### src/hdl/bse_pkg.sv
// bubble sort engine package: widths, default depth and sequencer states
// no dependencies; used by every module of the engine
`timescale 1ns / 1ps

package bse_pkg;

   localparam int DATA_W           = 32;
   localparam int MAX_ELEMENTS_DEF = 64;

   typedef logic signed [DATA_W-1:0] data_type;

   typedef enum logic [1:0] {
      ST_LOAD,
      ST_SORT,
      ST_FLUSH,
      ST_EMIT
   } state_type;

endpackage

### src/hdl/bse_mem.sv
// element buffer: one write port, one read port with registered read data
// depends on bse_pkg for the data type
`timescale 1ns / 1ps

module bse_mem #(
   parameter int DEPTH = bse_pkg::MAX_ELEMENTS_DEF,
   parameter int AW    = (DEPTH > 1) ? $clog2(DEPTH) : 1
) (
   input  logic              clock,
   input  logic              wr_en,
   input  logic [AW-1:0]     wr_addr,
   input  bse_pkg::data_type wr_data,
   input  logic              rd_en,
   input  logic [AW-1:0]     rd_addr,
   output bse_pkg::data_type rd_data
);

   bse_pkg::data_type store_ff [DEPTH];
   bse_pkg::data_type rd_data_ff;

   always_ff @(posedge clock) begin
      if (wr_en) begin
         store_ff[wr_addr] <= wr_data;
      end
   end

   always_ff @(posedge clock) begin
      if (rd_en) begin
         rd_data_ff <= store_ff[rd_addr];
      end
   end

   assign rd_data = rd_data_ff;

endmodule

### src/hdl/bse_pass.sv
// compare-and-swap unit for one bubble pass: keeps the running maximum,
// writes the smaller element back one slot lower; depends on bse_pkg
`timescale 1ns / 1ps

module bse_pass #(
   parameter int AW = $clog2(bse_pkg::MAX_ELEMENTS_DEF)
) (
   input  logic              clock,
   input  logic              rd_valid,
   input  logic [AW-1:0]     rd_idx,
   input  bse_pkg::data_type rd_data,
   input  logic              flush,
   input  logic [AW-1:0]     flush_addr,
   output logic              wr_en,
   output logic [AW-1:0]     wr_addr,
   output bse_pkg::data_type wr_data
);

   bse_pkg::data_type carry_ff;
   bse_pkg::data_type carry_in;
   logic              first;
   logic              gt;

   assign first = (rd_idx == '0);
   assign gt    = carry_ff > rd_data;

   always_comb begin
      carry_in = carry_ff;
      wr_en    = 1'b0;
      wr_addr  = flush_addr;
      wr_data  = carry_ff;
      if (rd_valid) begin
         if (first) begin
            carry_in = rd_data;
         end else begin
            wr_en   = 1'b1;
            wr_addr = rd_idx - 1'b1;
            wr_data = gt ? rd_data : carry_ff;
            carry_in = gt ? carry_ff : rd_data;
         end
      end else if (flush) begin
         wr_en = 1'b1;
      end
   end

   always_ff @(posedge clock) begin
      carry_ff <= carry_in;
   end

endmodule

### src/hdl/bubble_sort_engine.sv
// Batch sorter for signed 32-bit values. Elements are taken one beat per cycle
// and buffered; a beat with req_final_req set closes the batch. A batch of n
// elements is then sorted in place by bubble passes over the buffer memory:
// the pass over the first m entries streams one read and one write per cycle
// through a single compare unit, with m running from n down to 2. Results
// are then read back one at a time, each read waiting until the previous one
// is in the result register and that register is empty or being taken; the
// last one is flagged by rsp_end_of_batch. Input is stalled from the final beat
// until the last result read is issued. Beats beyond MAX_ELEMENTS are dropped
// and every result of that batch carries rsp_overflowed.
// depends on bse_pkg, bse_mem, bse_pass
`timescale 1ns / 1ps

module bubble_sort_engine #(
   parameter int MAX_ELEMENTS = bse_pkg::MAX_ELEMENTS_DEF
) (
   input  logic              clock,
   input  logic              reset,
   input  logic              req_valid,
   output logic              req_stall,
   input  bse_pkg::data_type req_value,
   input  logic              req_final_req,
   output logic              rsp_valid,
   input  logic              rsp_stall,
   output bse_pkg::data_type rsp_sorted_value,
   output logic              rsp_end_of_batch,
   output logic              rsp_overflowed
);

   localparam int AW = (MAX_ELEMENTS > 1) ? $clog2(MAX_ELEMENTS) : 1;
   localparam int CW = $clog2(MAX_ELEMENTS + 1);

   bse_pkg::state_type state_ff, state_in;
   logic [CW-1:0]      count_ff, count_in;
   logic               ovf_ff, ovf_in;
   logic [CW-1:0]      n_ff, n_in;
   logic [CW-1:0]      len_ff, len_in;
   logic [CW-1:0]      idx_ff, idx_in;
   logic [CW-1:0]      emit_idx_ff, emit_idx_in;
   logic               batch_ovf_ff, batch_ovf_in;
   logic               rd_sort_ff, rd_sort_in;
   logic               rd_emit_ff, rd_emit_in;
   logic               rd_last_ff, rd_last_in;
   logic [AW-1:0]      rd_idx_ff, rd_idx_in;
   logic               rsp_valid_ff, rsp_valid_in;
   bse_pkg::data_type  rsp_value_ff, rsp_value_in;
   logic               rsp_end_ff, rsp_end_in;
   logic               rsp_ovf_ff, rsp_ovf_in;

   logic               room;
   logic [CW-1:0]      cnt_new;
   logic [CW-1:0]      len_dec;
   logic               ld_we;
   logic               mem_re;
   logic [AW-1:0]      mem_raddr;
   logic               flush;
   logic               pass_we;
   logic [AW-1:0]      pass_waddr;
   bse_pkg::data_type  pass_wdata;
   logic               mem_we;
   logic [AW-1:0]      mem_waddr;
   bse_pkg::data_type  mem_wdata;
   bse_pkg::data_type  mem_rdata;

   assign room    = count_ff < CW'(MAX_ELEMENTS);
   assign cnt_new = room ? count_ff + 1'b1 : count_ff;
   assign len_dec = len_ff - 1'b1;

   always_comb begin
      state_in     = state_ff;
      count_in     = count_ff;
      ovf_in       = ovf_ff;
      n_in         = n_ff;
      len_in       = len_ff;
      idx_in       = idx_ff;
      emit_idx_in  = emit_idx_ff;
      batch_ovf_in = batch_ovf_ff;
      rd_sort_in   = 1'b0;
      rd_emit_in   = 1'b0;
      rd_last_in   = rd_last_ff;
      rd_idx_in    = rd_idx_ff;
      ld_we        = 1'b0;
      mem_re       = 1'b0;
      mem_raddr    = idx_ff[AW-1:0];
      flush        = 1'b0;
      case (state_ff)
         bse_pkg::ST_LOAD: begin
            if (req_valid) begin
               ld_we    = room;
               count_in = cnt_new;
               ovf_in   = ovf_ff | ~room;
               if (req_final_req) begin
                  count_in     = '0;
                  ovf_in       = 1'b0;
                  batch_ovf_in = ovf_ff | ~room;
                  n_in         = cnt_new;
                  len_in       = cnt_new;
                  idx_in       = '0;
                  emit_idx_in  = '0;
                  state_in     = (cnt_new >= CW'(2)) ? bse_pkg::ST_SORT : bse_pkg::ST_EMIT;
               end
            end
         end
         bse_pkg::ST_SORT: begin
            if (idx_ff < len_ff) begin
               mem_re     = 1'b1;
               rd_sort_in = 1'b1;
               rd_idx_in  = idx_ff[AW-1:0];
               idx_in     = idx_ff + 1'b1;
            end else begin
               state_in = bse_pkg::ST_FLUSH;
            end
         end
         bse_pkg::ST_FLUSH: begin
            flush  = 1'b1;
            len_in = len_dec;
            idx_in = '0;
            state_in = (len_dec >= CW'(2)) ? bse_pkg::ST_SORT : bse_pkg::ST_EMIT;
         end
         bse_pkg::ST_EMIT: begin
            mem_raddr = emit_idx_ff[AW-1:0];
            if (!rd_emit_ff && (!rsp_valid_ff || !rsp_stall)) begin
               mem_re      = 1'b1;
               rd_emit_in  = 1'b1;
               rd_last_in  = (emit_idx_ff == n_ff - 1'b1);
               emit_idx_in = emit_idx_ff + 1'b1;
               if (emit_idx_ff == n_ff - 1'b1) begin
                  state_in = bse_pkg::ST_LOAD;
               end
            end
         end
         default: begin
            state_in = bse_pkg::ST_LOAD;
         end
      endcase
   end

   // result register
   always_comb begin
      rsp_valid_in = rsp_valid_ff;
      rsp_value_in = rsp_value_ff;
      rsp_end_in   = rsp_end_ff;
      rsp_ovf_in   = rsp_ovf_ff;
      if (rd_emit_ff) begin
         rsp_valid_in = 1'b1;
         rsp_value_in = mem_rdata;
         rsp_end_in   = rd_last_ff;
         rsp_ovf_in   = batch_ovf_ff;
      end else if (rsp_valid_ff && !rsp_stall) begin
         rsp_valid_in = 1'b0;
      end
   end

   always_ff @(posedge clock) begin
      if (reset) begin
         state_ff     <= bse_pkg::ST_LOAD;
         count_ff     <= '0;
         ovf_ff       <= 1'b0;
         idx_ff       <= '0;
         emit_idx_ff  <= '0;
         rd_sort_ff   <= 1'b0;
         rd_emit_ff   <= 1'b0;
         rsp_valid_ff <= 1'b0;
      end else begin
         state_ff     <= state_in;
         count_ff     <= count_in;
         ovf_ff       <= ovf_in;
         idx_ff       <= idx_in;
         emit_idx_ff  <= emit_idx_in;
         rd_sort_ff   <= rd_sort_in;
         rd_emit_ff   <= rd_emit_in;
         rsp_valid_ff <= rsp_valid_in;
      end
   end

   always_ff @(posedge clock) begin
      n_ff         <= n_in;
      len_ff       <= len_in;
      batch_ovf_ff <= batch_ovf_in;
      rd_last_ff   <= rd_last_in;
      rd_idx_ff    <= rd_idx_in;
      rsp_value_ff <= rsp_value_in;
      rsp_end_ff   <= rsp_end_in;
      rsp_ovf_ff   <= rsp_ovf_in;
   end

   bse_pass #(
      .AW(AW)
   ) u_pass (
      .clock      (clock),
      .rd_valid   (rd_sort_ff),
      .rd_idx     (rd_idx_ff),
      .rd_data    (mem_rdata),
      .flush      (flush),
      .flush_addr (len_dec[AW-1:0]),
      .wr_en      (pass_we),
      .wr_addr    (pass_waddr),
      .wr_data    (pass_wdata)
   );

   assign mem_we    = ld_we | pass_we;
   assign mem_waddr = ld_we ? count_ff[AW-1:0] : pass_waddr;
   assign mem_wdata = ld_we ? req_value : pass_wdata;

   bse_mem #(
      .DEPTH(MAX_ELEMENTS),
      .AW   (AW)
   ) u_mem (
      .clock   (clock),
      .wr_en   (mem_we),
      .wr_addr (mem_waddr),
      .wr_data (mem_wdata),
      .rd_en   (mem_re),
      .rd_addr (mem_raddr),
      .rd_data (mem_rdata)
   );

   assign req_stall        = (state_ff != bse_pkg::ST_LOAD);
   assign rsp_valid        = rsp_valid_ff;
   assign rsp_sorted_value = rsp_value_ff;
   assign rsp_end_of_batch = rsp_end_ff;
   assign rsp_overflowed   = rsp_ovf_ff;

endmodule

### config.mk
export PLATFORM = sky130hd
export DESIGN_NAME = bubble_sort_engine
export DESIGN_NICKNAME = d
export VERILOG_FILES = /design/src/hdl/bse_pkg.sv /design/src/hdl/bse_mem.sv /design/src/hdl/bse_pass.sv /design/src/hdl/bubble_sort_engine.sv
export SDC_FILE = /design/constraint.sdc
export NUM_CORES = 2
export LEC_CHECK = 0
export ABC_AREA = 1
export CAP_MARGIN = 5
export CORE_MARGIN = 2
export CORE_UTILIZATION = 60
export CTS_BUF_LIST = sky130_fd_sc_hd__clkbuf_2
export DETAILED_ROUTE_END_ITERATION = 8
export DONT_BUFFER_PORTS = 1
export MAX_ROUTING_LAYER = met4
export PLACE_DENSITY = 0.78
export SLEW_MARGIN = 20
export SYNTH_ARGS = -nofsm -noshare
export SYNTH_HDL_FRONTEND = slang
export SYNTH_HIERARCHICAL = 1
export SYNTH_SLANG_ARGS = --single-unit
### constraint.sdc
create_clock -name clock -period 13.9 [get_ports clock]
set_clock_uncertainty 0.15 [all_clocks]
set_input_delay 0.695 -clock clock [delete_from_list [all_inputs] [get_ports clock]]
set_output_delay 0.695 -clock clock [all_outputs]
set_load 0.01 [all_outputs]
## Yosys cells after proc, flatten, opt, wreduce, memory -nomap -nowiden

Memories as Yosys holds them, arrays and structs flattened. A register that Yosys moved wholly into a read port is not among the register bits.
Cells that the tools add are included.

- $lt $le $gt $ge: 5
- Bitwise operators: 5
- Equal/unequal tests: 11
- $add $sub $neg: 6
- Muxes and demuxes: 43
- Reduce and logical (&&, ||, !) cells: 24

Operators with widths:

| kind | count |
|---|---|
| $mux W32 | 6 |
| $mux W7 | 8 |
| $gt A32 B32 Y1 | 1 |
| $pmux W7 S2 | 2 |
| $mux W6 | 4 |
| $add A7 B1 Y7 const B | 3 |
| $pmux W7 S3 | 1 |
| $ge A7 B2 Y1 const B | 2 |
| $mux W2 | 7 |
| $sub A7 B1 Y7 const B | 2 |
| $mux W1 | 13 |
| $ne A2 B2 Y1 const B | 6 |
| $pmux W2 S4 | 1 |
| $reduce_and A2 Y1 | 4 |
| $reduce_and A4 Y1 | 2 |
| $reduce_bool A2 Y1 | 4 |
| $eq A7 B7 Y1 | 1 |
| $lt A7 B7 Y1 | 1 |
| $lt A7 B7 Y1 const B | 1 |
| $logic_not A6 Y1 | 1 |
| $reduce_and A3 Y1 | 2 |
| $sub A6 B1 Y6 const B | 1 |
| $reduce_and A5 Y1 | 1 |
| $eq A2 B2 Y1 const B | 2 |
| 11 further kinds | 18 |

- Logic and storage cells: 112
- Memory bits (writable): 2,048
- Register bits: 115
- Output and inout port bits: 36
- Input bits: 37
- Memories: 1

Memory list:

| memory | words | width | read ports | clocked after memory_dff | wr ports | line | text |
|---|---|---|---|---|---|---|---|
| u_mem.store_ff | 64 | 32 | 1 | 1 | 1 | bse_mem.sv:18 | `bse_pkg::data_type store_ff [DEPTH];` |

## Longest topological paths before layout

- Depth after elaboration: 7
- Mapped depth: 21
- Mapped depth without buffers: 20

## Hierarchy

Netlist, hierarchy kept.

Modules (own cells, without submodules):

| module | area an instance (sq um) | times used | seq. area each (sq um) | cells an instance |
|---|---|---|---|---|
| bse_mem | 83,058.4 | 1 | 62,459.9 | 6,769 |
| bubble_sort_engine | 4,246.6 | 1 | 2,222.1 | 514 |
| bse_pass | 2,570.0 | 1 | 960.9 | 323 |

## Worst setup path after synthesis

Ideal clock, no wire load.

- Path kind: input -> register
- From: input port req_valid
- To: memory u_mem/store_ff[52][0] in the netlist's numbering, enable pin
- Buffers on the path: 2
- Arrival time: 4.947 ns
- Setup time: 0.502 ns
- Required time: 13.248 ns
- Stages on the path: 10
- Slack: 8.300 ns
- Cells stage by stage: inv_1 > nor2_2 > inv_2 > nor2_2 > inv_2 > buf_2 > o21ai_1 > clkbuf_1 > inv_1 > nor4_1

- Elaborated cells between the ends (all ways): 6
- Those cells by class: mux (5); bitwise (1)

RTL lines:

| what | line | text |
|---|---|---|
| start: declaration | bubble_sort_engine.sv:19 | `input logic req_valid,` |
| $mux W1 | bubble_sort_engine.sv:88 | `if (req_valid) begin` |
| $mux W1 | bubble_sort_engine.sv:86 | `case (state_ff)` |
| $mux W6 | bubble_sort_engine.sv:202 | `assign mem_waddr = ld_we ? count_ff[AW-1:0] : pass_waddr;` |
| net mem_waddr[2] | bubble_sort_engine.sv:61 | `logic [AW-1:0] mem_waddr;` |
| end: declaration | bse_mem.sv:18 |  |

The timed path passes the listed nets, and every way through them passes these cells.

## Worst setup path after layout

- From: register state_ff[1]
- To: register u_mem.rd_data_ff[11] (netlist: u_mem/rd_data[11]), read port of u_mem.store_ff (data pin)

- Cells in the longest elaborated chain, start to end: 2
- Elaborated cells between the ends (all ways): 4
- Those cells by class: eq/ne (2); mux (2)

RTL lines:

| what | line | text |
|---|---|---|
| start: declaration | bubble_sort_engine.sv:33 | `bse_pkg::state_type state_ff, state_in;` |
| start signal: assignment | bubble_sort_engine.sv:156 | `state_ff <= bse_pkg::ST_LOAD;` |
| start signal: assignment | bubble_sort_engine.sv:165 | `state_ff <= state_in;` |
| $eq A2 B2 Y1 | bubble_sort_engine.sv:86 |  |
| $mux W6 | bubble_sort_engine.sv:86 |  |
| net mem_raddr[0] | bubble_sort_engine.sv:55 | `logic [AW-1:0] mem_raddr;` |
| end: declaration | bse_mem.sv:19 | `bse_pkg::data_type rd_data_ff;` |

The timed path passes the listed nets, and every way through them passes these cells.
A chain may end at the register's enable or synchronous reset.

==> results.toml <==
[route]
drt-total-wl_mm = 243
drc_errors = 0
wl_met2_mm = 112
drt_first_iter_violations = 10317
wl_met3_mm = 35.1
wl_met1_mm = 86.5
post_drt_wl_per_cell_um = 23.8
drtAntennaViolNets = 0
firstDrtPassIters = 8
top_layer_used = "met4"
via_count = 62955
vias_per_cell = 6.18

[synth]
ys_warn_count = 6
synthCells = 7606
synth_common_cells = "2556 x nand2_1, 2168 x edfxtp_1, 1933 x nand3_1, 287 x buf_2, 111 x nor2_1"
synthArstFlopShare = 0
syn_area_per_cell_sq_um = 11.8
ys_ff_latch = 2195
yosysMostFrequentCell = "nand2_1"
synthFlopType = "edfxtp_1"
synth_area_leader_cell = "edfxtp_1"
synth-seq-area-share = 0.730
synthesis.area_sq_um = 89900
synth.distinct_cells = 42
synth_top_area_frac = 0.724
synth_edf_count = 2168
synth_area_leaders = "edfxtp_1 72%, nand3_1 11%, nand2_1 11%"
syn_nets = 7689

[job]
drv_cap = 0

[setup_path]
crit_type = "reg -> reg"
worst_ep_arrival_time_ns = 7.77
cp.required_ns = 15.34
cp-end-kind = "flip-flop"
rrSetupSlack_ns = 7.57
worstRegToRegCells = 15
worst-path-buf-inv = 4
path_cells = "nand2_2 > nand2_1 > o21ai_4 > buf_4 > buf_4 > buf_4 > buf_4 > nand2_1 > nand3_1 > nand3_1 > nand3_1 > nand3_1 > nand2_1 > nand2_1 > nand2_1"
crit_fanout = 99
reg2reg_to = "u_mem/rd_data[11]$_DFFE_PP_"
cpMaxStageDelayCell = "buf_4"
cp.depth = 15
r2r_start = "state_ff[1]$_SDFFE_PP0P_"
critPathMaxStageDelay_ns = 0.96
path_delay_family = "buffers and inverters"
path_common_cell = "nand2_1"
cp-start-kind = "flip-flop"

[floorplanning]
pin_count = 73
die_area_sq_um = 153000
start_util = 0.602
fp.dieW_um = 391
fp-row-count = 142
coreArea_sq_um = 149000
die_h_um = 391

[cells_and_area]
fin_util = 0.650
stdcell_count = 10193
syn2layout_area_growth_pct = 7.94
drive_above_1_share = 0.131
nNetsFinal = 7977
nFillCells = 10495
fin_area_sq_um = 97000

[pwr]
p_clk_frac = 0.258
swShare = 0.334
p_sw_mw = 5.18
p_seq_frac = 0.521
cellLeakagePower_nw = 35.4
combPwrFrac = 0.221
power_density_nw_per_um2 = 160
vdd.ir_drop.worst_mv = 0.113
p_int_mw = 10.3

[sta]
finalCritPeriodShare = 0.455
min_period_ns = 6.33
fmax_mhz = 158
tns_ns = 0
final_hold_viol_count = 0
slew-limit-headroom = 0.144
rsz0062_at_grt = "no"
worstMarginPinSlew_ns = 1.28
hold_ws_ns = 0.284
setup_violations = 0
slew_violations = 0

[global_routing]
gr-total-overflow = 0
grt_usage = 0.325
grt_max_degree = 229
antenna_found_initial = 9
grt_pass1_wl_mm = 358
first_global_vias = 60170

[clocking]
cts_sinks = 2195
cts.clk_slew.worst_paths_ns = 0.11
cts_tree = "done"
h-tree-depth = 6
ctsResizeCount = 0
clkLatencyLatePin_ns = 1.83
clockBufferDepth = 4
cts_root_buf = "clkbuf_2"
cts-buffers-inserted = 533

[worst_hold_path]
hold_depth = 3
min_from = "req_value[12]"
worstHoldEndpoint = "u_mem/store_ff[44][12]$_DFFE_PP_"
hp-class = "in -> reg"

[status]
status = "finished clean"

[placement]
placed_cell_area_sq_um = 91700
hpwl_mm = 122
place_inst = 9224
portBuffers = 0
gp_congestion = 0.893
-- placed cells by master, fill, tap and decap left out, drive strengths merged --
master       instances
clkbuf             750
clkinvlp             1
buf                148
clkinv             101
xor2                 6
and3                 2
nand2             2564
ha                  46
o21ai               24
xnor2                7
a21oi               35
edfxtp            2168
a21o                 1
o21a                 3
nor3                11
a21boi               1
dfxtp               27
or2                  1
diode               14
nor4                 8
a211oi               3
a31oi                3
nand4               45
nand3             1936
dlygate4sd3         79
a22oi                2
nor2               117
inv                138
bufinv               8
-- stage by stage --
step	worst slack [ns]	total power [mW]
2_1_floorplan	8.30	10.4
3_3_place_gp	7.92	11.4
3_5_place_dp	7.92	11.5
4_1_cts	7.81	15.5
5_1_grt	7.32	16.2
6_report	7.57	15.5
-- repair_timing --
item | in CTS | in global routing
buffers inserted | 0 | 0
endpoints found under the hold margin | 2123 | 0
hold buffers | 79 | 0
-- flip-flops by register name (all words and copies together), names as in the netlist --
name / count
u_mem/store_ff: 2048
rsp_sorted_value: 32
u_mem/rd_data: 32
u_pass/carry_ff: 32
count_ff: 7
emit_idx_ff: 7
idx_ff: 7
len_ff: 7
n_ff: 7
rd_idx_ff: 6
state_ff: 2
batch_ovf_ff: 1
ovf_ff: 1
rd_emit_ff: 1
rd_last_ff: 1
rd_sort_ff: 1
rsp_end_of_batch: 1
rsp_overflowed: 1
rsp_valid: 1
-- cell type report --
cell class | count | area [sq um] | area share
Sequential cell | 2195 | 65600 | 0.677
Timing Repair Buffer | 227 | 1960 | 0.0202
Antenna cell | 14 | 35.0 | 0.000361
Tap cell | 1944 | 2430 | 0.0251
Clock inverter | 126 | 706 | 0.00727
Multi-Input combinational cell | 4815 | 22000 | 0.227
Clock buffer | 750 | 3750 | 0.0387
Inverter | 122 | 497 | 0.00512
-- routing by layer --
layer / GRT usage / vias up
met5: - / -
met4: 0.145 / 0
met2: 0.484 / 4875
met1: 0.429 / 29758
li1: - / 27740
met3: 0.0768 / 582
-- cell families after synthesis --
kind of cell,share of synthesized area
and+or+nand+nor,0.225
DFF,0.730
buffers and inverters,0.0320
AOI/OAI and AO/OA,0.00457
xor gates and xnor gates,0.00135
adders and majority gates,0.00640
-- power by group through the flow --
| stage | sequential, mW | combinational [mW] | clock [mW] |
|---|---|---|---|
| after floorplan | 8.19 | 2.24 | 0 |
| after global placement | 8.22 | 3.20 | 0 |
| after detailed placement | 8.23 | 3.30 | 0 |
| after CTS | 8.08 | 3.34 | 4.06 |
| after global routing | 8.11 | 3.70 | 4.37 |
| final | 8.09 | 3.43 | 4.01 |
-- tightest hold or removal path, stage by stage --
cell and delay, ns:
dlygate4sd3_1 0.54, nand2_1 0.12, nand2_4 0.47
-- how the worst max path moves through the flow --
stage | slack, ns | end | startpoint
after CTS | 7.81 | u_mem/rd_data[11]$_DFFE_PP_ | state_ff[1]$_SDFFE_PP0P_
after global placement | 7.92 | u_mem/rd_data[2]$_DFFE_PP_ | state_ff[1]$_SDFFE_PP0P_
after global routing | 7.32 | u_mem/rd_data[11]$_DFFE_PP_ | state_ff[1]$_SDFFE_PP0P_
final | 7.57 | u_mem/rd_data[11]$_DFFE_PP_ | state_ff[1]$_SDFFE_PP0P_
after detailed placement | 7.92 | u_mem/rd_data[11]$_DFFE_PP_ | state_ff[1]$_SDFFE_PP0P_
after floorplan | 8.30 | u_mem/store_ff[52][0]$_DFFE_PP_ | req_valid
No activity file was read; power rests on OpenSTA's default activity.
